### config.mk
export PLATFORM = sky130hd
export DESIGN_NAME = decimal_text_to_fixed_point
export DESIGN_NICKNAME = d
export VERILOG_FILES = /design/src/rtl/dtfp_pkg.sv /design/src/rtl/dtfp_front.sv /design/src/rtl/dtfp_fifo.sv /design/src/rtl/dtfp_back.sv /design/src/rtl/decimal_text_to_fixed_point.sv
export VERILOG_INCLUDE_DIRS = /design/src /design/src/rtl
export SDC_FILE = /design/constraint.sdc
export NUM_CORES = 1
export LEC_CHECK = 0
export ABC_AREA = 1
export BUFFER_PORTS_ARGS = -buffer_cell sky130_fd_sc_hd__buf_2
export CORE_MARGIN = 5
export CORE_UTILIZATION = 45
export DETAILED_ROUTE_END_ITERATION = 12
export PLACE_DENSITY = 0.74
export SYNTH_ARGS = -nofsm -noshare
export SYNTH_HDL_FRONTEND = slang
export SYNTH_SLANG_ARGS = --single-unit
### constraint.sdc
create_clock -name clk -period 2.9 [get_ports clk]
set_clock_uncertainty 0.1 [all_clocks]
set_input_delay 0 -clock clk [delete_from_list [all_inputs] [get_ports clk]]
set_output_delay 0 -clock clk [all_outputs]
set_load 0.01 [all_outputs]
### src/rtl/decimal_text_to_fixed_point_defines.svh
// Assertion macros shared by the decimal text to fixed point RTL.
// The macros expect signals named clk and rst_n in the scope of use.
`ifndef DECIMAL_TEXT_TO_FIXED_POINT_DEFINES_SVH
`define DECIMAL_TEXT_TO_FIXED_POINT_DEFINES_SVH

// Same-cycle implication, disabled while reset is asserted.
`define DTFP_ASSERT(label, ante, cons) \
    label: assert property (@(posedge clk) disable iff (!rst_n) (ante) |-> (cons)) \
        else $error("dtfp: same-cycle check failed");

// Next-cycle implication, disabled while reset is asserted.
`define DTFP_ASSERT_NEXT(label, ante, cons) \
    label: assert property (@(posedge clk) disable iff (!rst_n) (ante) |=> (cons)) \
        else $error("dtfp: next-cycle check failed");

`endif

### src/rtl/dtfp_pkg.sv
// Package for the decimal text to fixed point block: widths, payload and
// job types, parser and back-end state types, and the power-of-ten table.
`default_nettype none

package dtfp_pkg;

    localparam int CHAR_W          = 8;
    localparam int INT_W           = 31;
    localparam int FRAC_W          = 24;
    localparam int FRAC_BITS       = 24;
    localparam int MAX_FRAC_DIGITS = 9;
    localparam int DIGITS_W        = 30;
    localparam int COUNT_W         = 4;
    localparam int STEP_W          = $clog2(FRAC_BITS);

    localparam logic [INT_W-1:0]  INT_MAX         = {INT_W{1'b1}};
    localparam logic [STEP_W-1:0] LAST_STEP       = STEP_W'(FRAC_BITS - 1);
    localparam logic [COUNT_W-1:0] MAX_COUNT      = COUNT_W'(MAX_FRAC_DIGITS);

    localparam logic [CHAR_W-1:0] CH_SPACE = 8'h20;
    localparam logic [CHAR_W-1:0] CH_TAB   = 8'h09;
    localparam logic [CHAR_W-1:0] CH_LF    = 8'h0A;
    localparam logic [CHAR_W-1:0] CH_VT    = 8'h0B;
    localparam logic [CHAR_W-1:0] CH_FF    = 8'h0C;
    localparam logic [CHAR_W-1:0] CH_CR    = 8'h0D;
    localparam logic [CHAR_W-1:0] CH_MINUS = 8'h2D;
    localparam logic [CHAR_W-1:0] CH_PLUS  = 8'h2B;
    localparam logic [CHAR_W-1:0] CH_DOT   = 8'h2E;
    localparam logic [CHAR_W-1:0] CH_ZERO  = 8'h30;
    localparam logic [CHAR_W-1:0] CH_NINE  = 8'h39;

    typedef struct packed {
        logic [CHAR_W-1:0] char_code;
        logic              last_char;
    } dtfp_in_t;

    typedef struct packed {
        logic              is_negative;
        logic [INT_W-1:0]  integer_part;
        logic [FRAC_W-1:0] fraction_part;
        logic              overflowed;
    } dtfp_out_t;

    // One parsed number waiting for its fraction conversion.
    typedef struct packed {
        logic                is_negative;
        logic [INT_W-1:0]    integer_part;
        logic                overflowed;
        logic [DIGITS_W-1:0] digits;
        logic [COUNT_W-1:0]  count;
    } dtfp_job_t;

    typedef struct packed {
        logic      push;
        dtfp_job_t job;
    } dtfp_push_t;

    typedef struct packed {
        logic      avail;
        dtfp_job_t job;
    } dtfp_head_t;

    typedef enum logic [1:0] {
        PH_SPACE,
        PH_INT,
        PH_FRAC,
        PH_STOP
    } dtfp_phase_t;

    typedef enum logic [1:0] {
        BK_IDLE,
        BK_DIV,
        BK_DONE
    } dtfp_bk_state_t;

    function automatic logic [DIGITS_W-1:0] pow10(input logic [COUNT_W-1:0] cnt);
        logic [DIGITS_W-1:0] p;
        unique case (cnt)
            4'd0:    p = 30'd1;
            4'd1:    p = 30'd10;
            4'd2:    p = 30'd100;
            4'd3:    p = 30'd1000;
            4'd4:    p = 30'd10000;
            4'd5:    p = 30'd100000;
            4'd6:    p = 30'd1000000;
            4'd7:    p = 30'd10000000;
            4'd8:    p = 30'd100000000;
            4'd9:    p = 30'd1000000000;
            default: p = 30'd1;
        endcase
        return p;
    endfunction

endpackage

`default_nettype wire

### src/rtl/dtfp_front.sv
// Front end: parses one character per transfer and queues a finished job
// when the last character of a string arrives. Depends on dtfp_pkg.
`default_nettype none

module dtfp_front (
    input  wire logic              clk,
    input  wire logic              rst_n,
    input  wire logic              in_valid,
    input  wire dtfp_pkg::dtfp_in_t in_data,
    input  wire logic              queue_full,
    output logic                   in_ready,
    output dtfp_pkg::dtfp_push_t   push_out
);

    dtfp_pkg::dtfp_phase_t                phase_reg, phase_next;
    logic                                 neg_reg, neg_next;
    logic [dtfp_pkg::INT_W-1:0]           acc_reg, acc_next;
    logic                                 sat_reg, sat_next;
    logic [dtfp_pkg::DIGITS_W-1:0]        dig_reg, dig_next;
    logic [dtfp_pkg::COUNT_W-1:0]         cnt_reg, cnt_next;

    logic                                 is_digit;
    logic                                 is_blank;
    logic [3:0]                           digit_val;
    logic [dtfp_pkg::CHAR_W-1:0]          ch;
    logic [dtfp_pkg::INT_W+3:0]           acc_wide;
    logic [dtfp_pkg::DIGITS_W-1:0]        dig_wide;

    assign in_ready = !queue_full;
    assign ch       = in_data.char_code;
    assign is_digit = (ch >= dtfp_pkg::CH_ZERO) && (ch <= dtfp_pkg::CH_NINE);
    assign is_blank = (ch == dtfp_pkg::CH_SPACE) || (ch == dtfp_pkg::CH_TAB) ||
                      (ch == dtfp_pkg::CH_LF) || (ch == dtfp_pkg::CH_VT) ||
                      (ch == dtfp_pkg::CH_FF) || (ch == dtfp_pkg::CH_CR);
    assign digit_val = 4'(ch - dtfp_pkg::CH_ZERO);

    // Times ten as two shifts and an add.
    assign acc_wide = ({4'b0, acc_reg} << 3) + ({4'b0, acc_reg} << 1) +
                      {31'b0, digit_val};
    assign dig_wide = (dig_reg << 3) + (dig_reg << 1) + {26'b0, digit_val};

    always_comb
    begin
        logic take_int;
        logic take_frac;
        phase_next = phase_reg;
        neg_next   = neg_reg;
        acc_next   = acc_reg;
        sat_next   = sat_reg;
        dig_next   = dig_reg;
        cnt_next   = cnt_reg;
        take_int   = 1'b0;
        take_frac  = 1'b0;
        push_out   = '0;

        if (in_valid && in_ready)
        begin
            unique case (phase_reg)
                dtfp_pkg::PH_SPACE:
                begin
                    if (is_blank)
                    begin
                        phase_next = dtfp_pkg::PH_SPACE;
                    end
                    else if (ch == dtfp_pkg::CH_MINUS)
                    begin
                        neg_next   = 1'b1;
                        phase_next = dtfp_pkg::PH_INT;
                    end
                    else if (ch == dtfp_pkg::CH_PLUS)
                    begin
                        phase_next = dtfp_pkg::PH_INT;
                    end
                    else if (is_digit)
                    begin
                        take_int   = 1'b1;
                        phase_next = dtfp_pkg::PH_INT;
                    end
                    else if (ch == dtfp_pkg::CH_DOT)
                    begin
                        phase_next = dtfp_pkg::PH_FRAC;
                    end
                    else
                    begin
                        phase_next = dtfp_pkg::PH_STOP;
                    end
                end
                dtfp_pkg::PH_INT:
                begin
                    if (is_digit)
                    begin
                        take_int = 1'b1;
                    end
                    else if (ch == dtfp_pkg::CH_DOT)
                    begin
                        phase_next = dtfp_pkg::PH_FRAC;
                    end
                    else
                    begin
                        phase_next = dtfp_pkg::PH_STOP;
                    end
                end
                dtfp_pkg::PH_FRAC:
                begin
                    if (is_digit)
                    begin
                        take_frac = 1'b1;
                    end
                    else
                    begin
                        phase_next = dtfp_pkg::PH_STOP;
                    end
                end
                dtfp_pkg::PH_STOP:
                begin
                    phase_next = dtfp_pkg::PH_STOP;
                end
                default:
                begin
                    phase_next = dtfp_pkg::PH_STOP;
                end
            endcase

            if (take_int && !sat_reg)
            begin
                if (acc_wide > {4'b0, dtfp_pkg::INT_MAX})
                begin
                    acc_next = dtfp_pkg::INT_MAX;
                    sat_next = 1'b1;
                end
                else
                begin
                    acc_next = acc_wide[dtfp_pkg::INT_W-1:0];
                end
            end

            // Digits past the maximum count are taken but leave no trace.
            if (take_frac && (cnt_reg < dtfp_pkg::MAX_COUNT))
            begin
                dig_next = dig_wide;
                cnt_next = cnt_reg + 4'd1;
            end

            if (in_data.last_char)
            begin
                push_out.push             = 1'b1;
                push_out.job.is_negative  = neg_next;
                push_out.job.integer_part = acc_next;
                push_out.job.overflowed   = sat_next;
                push_out.job.digits       = dig_next;
                push_out.job.count        = cnt_next;
                phase_next = dtfp_pkg::PH_SPACE;
                neg_next   = 1'b0;
                acc_next   = '0;
                sat_next   = 1'b0;
                dig_next   = '0;
                cnt_next   = '0;
            end
        end
    end

    always_ff @(posedge clk or negedge rst_n)
    begin
        if (!rst_n)
        begin
            phase_reg <= dtfp_pkg::PH_SPACE;
            neg_reg   <= 1'b0;
            acc_reg   <= '0;
            sat_reg   <= 1'b0;
            dig_reg   <= '0;
            cnt_reg   <= '0;
        end
        else
        begin
            phase_reg <= phase_next;
            neg_reg   <= neg_next;
            acc_reg   <= acc_next;
            sat_reg   <= sat_next;
            dig_reg   <= dig_next;
            cnt_reg   <= cnt_next;
        end
    end

endmodule

`default_nettype wire

### src/rtl/dtfp_fifo.sv
// Two-entry job queue between the parser and the fraction converter.
// Depends on dtfp_pkg.
`default_nettype none

module dtfp_fifo (
    input  wire logic                 clk,
    input  wire logic                 rst_n,
    input  wire dtfp_pkg::dtfp_push_t push_in,
    input  wire logic                 pop,
    output logic                      full,
    output dtfp_pkg::dtfp_head_t      head
);

    dtfp_pkg::dtfp_job_t mem [2];
    logic                wr_ptr_reg, wr_ptr_next;
    logic                rd_ptr_reg, rd_ptr_next;
    logic [1:0]          count_reg, count_next;
    logic                do_pop;

    assign full       = (count_reg == 2'd2);
    assign do_pop     = pop && (count_reg != 2'd0);
    assign head.avail = (count_reg != 2'd0);
    assign head.job   = mem[rd_ptr_reg];

    always_comb
    begin
        wr_ptr_next = wr_ptr_reg ^ push_in.push;
        rd_ptr_next = rd_ptr_reg ^ do_pop;
        count_next  = count_reg + {1'b0, push_in.push} - {1'b0, do_pop};
    end

    always_ff @(posedge clk)
    begin
        if (push_in.push)
        begin
            mem[wr_ptr_reg] <= push_in.job;
        end
    end

    always_ff @(posedge clk or negedge rst_n)
    begin
        if (!rst_n)
        begin
            wr_ptr_reg <= 1'b0;
            rd_ptr_reg <= 1'b0;
            count_reg  <= 2'd0;
        end
        else
        begin
            wr_ptr_reg <= wr_ptr_next;
            rd_ptr_reg <= rd_ptr_next;
            count_reg  <= count_next;
        end
    end

endmodule

`default_nettype wire

### src/rtl/dtfp_back.sv
// Back end: takes a queued job, converts the fraction digits to binary with
// a one-bit-per-cycle restoring divider, and holds the result for transfer.
// Depends on dtfp_pkg and decimal_text_to_fixed_point_defines.svh.
`default_nettype none
`include "decimal_text_to_fixed_point_defines.svh"

module dtfp_back (
    input  wire logic                 clk,
    input  wire logic                 rst_n,
    input  wire dtfp_pkg::dtfp_head_t head,
    output logic                      pop,
    output logic                      out_valid,
    input  wire logic                 out_ready,
    output dtfp_pkg::dtfp_out_t       out_data
);

    dtfp_pkg::dtfp_bk_state_t          state_reg, state_next;
    logic [dtfp_pkg::STEP_W-1:0]       step_reg, step_next;
    logic [dtfp_pkg::DIGITS_W-1:0]     rem_reg, rem_next;
    logic [dtfp_pkg::DIGITS_W-1:0]     div_reg, div_next;
    logic [dtfp_pkg::FRAC_BITS-1:0]    q_reg, q_next;
    logic                              neg_reg, neg_next;
    logic [dtfp_pkg::INT_W-1:0]        int_reg, int_next;
    logic                              ovf_reg, ovf_next;

    logic [dtfp_pkg::DIGITS_W:0]       rem_shift;
    logic                              q_bit;

    // The remainder stays below the divisor, so twice it fits one extra bit.
    assign rem_shift = {rem_reg, 1'b0};
    assign q_bit     = (rem_shift >= {1'b0, div_reg});

    always_comb
    begin
        state_next = state_reg;
        step_next  = step_reg;
        rem_next   = rem_reg;
        div_next   = div_reg;
        q_next     = q_reg;
        neg_next   = neg_reg;
        int_next   = int_reg;
        ovf_next   = ovf_reg;
        pop        = 1'b0;
        out_valid  = 1'b0;

        unique case (state_reg)
            dtfp_pkg::BK_IDLE:
            begin
                if (head.avail)
                begin
                    pop        = 1'b1;
                    rem_next   = head.job.digits;
                    div_next   = dtfp_pkg::pow10(head.job.count);
                    q_next     = '0;
                    neg_next   = head.job.is_negative;
                    int_next   = head.job.integer_part;
                    ovf_next   = head.job.overflowed;
                    step_next  = '0;
                    state_next = dtfp_pkg::BK_DIV;
                end
            end
            dtfp_pkg::BK_DIV:
            begin
                if (q_bit)
                begin
                    rem_next = dtfp_pkg::DIGITS_W'(rem_shift - {1'b0, div_reg});
                end
                else
                begin
                    rem_next = rem_shift[dtfp_pkg::DIGITS_W-1:0];
                end
                q_next    = {q_reg[dtfp_pkg::FRAC_BITS-2:0], q_bit};
                step_next = step_reg + 1'b1;
                if (step_reg == dtfp_pkg::LAST_STEP)
                begin
                    state_next = dtfp_pkg::BK_DONE;
                end
            end
            dtfp_pkg::BK_DONE:
            begin
                out_valid = 1'b1;
                if (out_ready)
                begin
                    state_next = dtfp_pkg::BK_IDLE;
                end
            end
            default:
            begin
                state_next = dtfp_pkg::BK_IDLE;
            end
        endcase
    end

    assign out_data.is_negative   = neg_reg;
    assign out_data.integer_part  = int_reg;
    assign out_data.fraction_part = q_reg[dtfp_pkg::FRAC_W-1:0];
    assign out_data.overflowed    = ovf_reg;

    always_ff @(posedge clk or negedge rst_n)
    begin
        if (!rst_n)
        begin
            state_reg <= dtfp_pkg::BK_IDLE;
            step_reg  <= '0;
        end
        else
        begin
            state_reg <= state_next;
            step_reg  <= step_next;
        end
    end

    always_ff @(posedge clk)
    begin
        rem_reg <= rem_next;
        div_reg <= div_next;
        q_reg   <= q_next;
        neg_reg <= neg_next;
        int_reg <= int_next;
        ovf_reg <= ovf_next;
    end

    `DTFP_ASSERT(a_pop_needs_job, pop, head.avail && (state_reg == dtfp_pkg::BK_IDLE))
    `DTFP_ASSERT(a_rem_below_div, state_reg == dtfp_pkg::BK_DIV, rem_reg < div_reg)
    `DTFP_ASSERT(a_div_nonzero, state_reg == dtfp_pkg::BK_DIV, div_reg != '0)
    `DTFP_ASSERT_NEXT(a_div_ends, (state_reg == dtfp_pkg::BK_DIV) && (step_reg == dtfp_pkg::LAST_STEP), state_reg == dtfp_pkg::BK_DONE)

endmodule

`default_nettype wire

### src/rtl/decimal_text_to_fixed_point.sv
// Decimal text to fixed point converter. The parser takes one character per
// cycle; each string marked last becomes a job in a two-entry queue. The
// converter turns the fraction digits into a Q0.24 value with a restoring
// divider that makes one quotient bit per cycle. When the converter is idle, it
// takes the job in the cycle after the last character transfers, and the
// result is held until it is transferred. Per number the converter takes the
// job, divides out FRAC_BITS = 24 quotient bits and presents the result; it
// takes no new job until that result has transferred. Input stalls only while
// both queue entries are occupied. That happens when short strings arrive
// back to back, or when the result side holds off. Depends on dtfp_pkg and
// the dtfp_* modules.
`default_nettype none

module decimal_text_to_fixed_point (
    input  wire logic               clk,
    input  wire logic               rst_n,
    input  wire logic               in_valid,
    output logic                    in_ready,
    input  wire dtfp_pkg::dtfp_in_t in_data,
    output logic                    out_valid,
    input  wire logic               out_ready,
    output dtfp_pkg::dtfp_out_t     out_data
);

    dtfp_pkg::dtfp_push_t push_bus;
    dtfp_pkg::dtfp_head_t head_bus;
    logic                 queue_full;
    logic                 pop;

    dtfp_front u_front (
        .clk        (clk),
        .rst_n      (rst_n),
        .in_valid   (in_valid),
        .in_data    (in_data),
        .queue_full (queue_full),
        .in_ready   (in_ready),
        .push_out   (push_bus)
    );

    dtfp_fifo u_fifo (
        .clk     (clk),
        .rst_n   (rst_n),
        .push_in (push_bus),
        .pop     (pop),
        .full    (queue_full),
        .head    (head_bus)
    );

    dtfp_back u_back (
        .clk       (clk),
        .rst_n     (rst_n),
        .head      (head_bus),
        .pop       (pop),
        .out_valid (out_valid),
        .out_ready (out_ready),
        .out_data  (out_data)
    );

endmodule

`default_nettype wire
==> results.md <==
* Status: finished with violations
* Failing checks: negative setup slack
* Max FFs per register at around 130
* Top cells by count, synth: nand2_1, nor2_1, inv_1
* Design Power at 23.2 mW
* WL final at between 60 and 70 mm
* RSZ-0062 raised after global routing: yes
* Die area at around 50000 um^2
* Ranking of synthesized cells by area: edfxtp_1, nand2_1, dfrtp_1, ha_1, nor2_1
* Ys Warns at 0
* GP Congestion at approximately 0.96
* Mapped Nets at roughly 2800
* Worst setup EP type: flip-flop
* Syn avg cell area at a little over 8 um^2
* Clock Path Buffers at 3
* Congestion Overflow GR at 0
* Worst vdd ir at 601 uV
* Total track usage at approximately a quarter
* Hold WC Path Type: in -> reg
* Worst Path Class, Setup: reg -> reg
* I/O Buffers at 71
* Pre-CTS WS at -0.272 ns
* LEAKAGE at roughly 12 nW
* Max_cap viols at 0
* Synth cell types at between 40 and 50
* Post-Layout Inst Area at about 27000 um^2
* Min cycle time layout at just over 3 ns
* Root Driver: clkbuf_16
* Drt wl/cell at about 18 um
* Post-Place Cell Area at 23000 um^2
* Syn Inst Count at roughly 2600
* Initial antenna violation count at 1
* Layout cell share with drive strength beyond 1 at about 25%
* Slowest CP cell: fa_2
* Placed cell count at 3362
* 1st-pass router iterations at 5
* Number of setup violations in the final report at 69
* Fin. max-slew vios at 0
* Yosys top cell area share at a little over a third
* Ant. Diodes at 0
* Worst Setup Start Kind: flip-flop
* Final period util at 105%
* Non-filler instance count after layout at 3483
* Post-synthesis sequential area ratio at between 40% and 50%
* Rel. slew slack at about a third
* Residual DRC at 0
* Crit Path Max Fanout at 8
* First-pass GRT wire length at between 90 and 100 mm
* I/O pin count at 72
* Rows at 78
* Starting Density at between 40% and 50%
* Routed vias at between 15000 and 20000
* Final hold vios at 0
* Pwr dens at slightly below 900 nW/um^2
* Post-synth EDFFs at 244
* CP dominant cell by count: nand2_2
* Sequential cell area at roughly 9400 um^2
* Area growth, synth to finish at 27.5%
* DR iter-0 viols at 1516
* Reg clk slew, reported paths at about 0.06 ns
* Detailed-route vias per instance at ~5.4
* H-Tree Level Count at 2
* Nets at roughly 3000
* Worst path max stage delay at around 0.56 ns
* Multi-input logic area at between 10000 and 15000 um^2
* Antenna-violating nets left at 0
* Top FF cell, synth: edfxtp_1
* Die H at 225 um
* TritonCTS Buffers at 36
* Fillers at ~3900
* CTS tree: done
* Die Wd at between 200 and 250 um
* Core footprint at roughly 46000 um^2
* Post-synthesis async set-or-reset flop share at about a quarter
* Minimum setup slack in the final design at -0.141 ns
* Arrival time worst endpoint at ~3.2 ns
* Cells along the critical path: inv_2 > fa_2 > inv_2 > ha_4 > nand2_2 > nor2_2 > nand2_1 > nand3_2 > nand2_2 > nand2_2 > nand2_2 > nand3_2 > nand2_2 > nor2_4 > buf_6 > buf_16 > nand3_4 > nand2_2 > nor2_1
* Synth Cell Area at about 21000 um^2
* Hpwl dp at 45.7 mm
* Register bit total from synthesis at around 320
* Pin count of the biggest net entering global routing at ~70
* CTS sink cnt at 324
* Most frequent cell after synthesis: nand2_1
* WP data required at between 3 and 4 ns
* Worst skew pair latency at about 0.56 ns
* Achievable Freq at between 0.3 and 0.4 GHz
* Slew @ Worst Pin at a little under 1 ns
* Vias in the first global route at ~18000
* Synth area leader: edfxtp_1
-- per-layer routing --
metal / global-route usage [%] / vias to the layer above / part of all wire [%]
li1: - / 9051 / -
met1: 31.8 / 8926 / 41
met2: 39.6 / 676 / 48
met3: 4.09 / 156 / 6.8
met4: 9.74 / 2 / 4.3
met5: 0 / - / 0.011
-- cell families after synthesis --
logic type / synth area share, %
adders and majority gates: 9.93
and+or+nand+nor: 27.4
xor gates and xnor gates: 1.98
AOI/OAI and AO/OA: 8.54
DFF: 44.9
buffers and inverters: 7.25
-- cell type report --
class | count | share of cell area, %
Clock buffer | 46 | 3.74
Sequential cell | 324 | 35.3
Clock inverter | 20 | 1.34
Inverter | 312 | 4.43
Multi-Input combinational cell | 1879 | 43.3
Tap cell | 600 | 2.83
Timing Repair Buffer | 302 | 9.04
-- worst max-delay path, delay by kind of cell, from the launching register on --
kind | cells | cell delay, ns
buffers and inverters | 4 | 0.43
flip-flops | 1 | 0.39
adder cells (fa/ha/maj) | 2 | 0.83
AND/OR/NAND/NOR | 13 | 1.03
-- metrics by stage --
step           util [%]  hold WS (ns)  setup TNS [ns]
2_1_floorplan         -        -0.396          -28.66
3_3_place_gp       50.5        0.0695          -12.13
3_5_place_dp       50.5        0.0728          -15.57
4_1_cts            55.6        0.0396           -2.01
5_1_grt            58.1         0.120          -19.17
6_report           58.1        0.0629           -6.93
-- cell usage in the layout (no fill, tap or decap), drive strengths merged, types with 43 or more instances in the layout --
master / count
nor2: 338
clkbuf: 48
ha: 157
dfrtp: 80
a21oi: 110
nand3: 168
or2: 43
buf: 286
o21ai: 151
edfxtp: 244
nand2: 736
inv: 314
-- report_power, final --
part           internal (mW)  switching, mW
logic                   3.80           6.90
registers               6.71          0.604
clock network           3.25           1.94
-- final timing paths --
path | startpoint | slack, ns | depth (start not counted) | endpoint
worst max register to register | u_front.acc_reg[2] | -0.14 | 19 | u_fifo.mem[1][51]
max in group asynchronous | rst_n | 1.91 | 2 | u_front.dig_reg[11]
min in group asynchronous | rst_n | 0.07 | 2 | u_fifo.rd_ptr_reg
worst max-delay path | u_front.acc_reg[2] | -0.14 | 19 | u_fifo.mem[1][51]
worst min register to register | u_front.dig_reg[29] | 0.39 | 2 | u_front.dig_reg[29]
worst min-delay path | in_data[4] | 0.06 | 4 | u_front.neg_reg
-- repair_timing --
item	CTS	global route
resized for setup	98	226
hold buffers	14	0
pin swaps	29	48
buffers inserted	25	15
cloned	5	1
endpoints found under the setup margin	124	154
hold endpoints to repair	103	0
(Power assumes the default switching activity.)
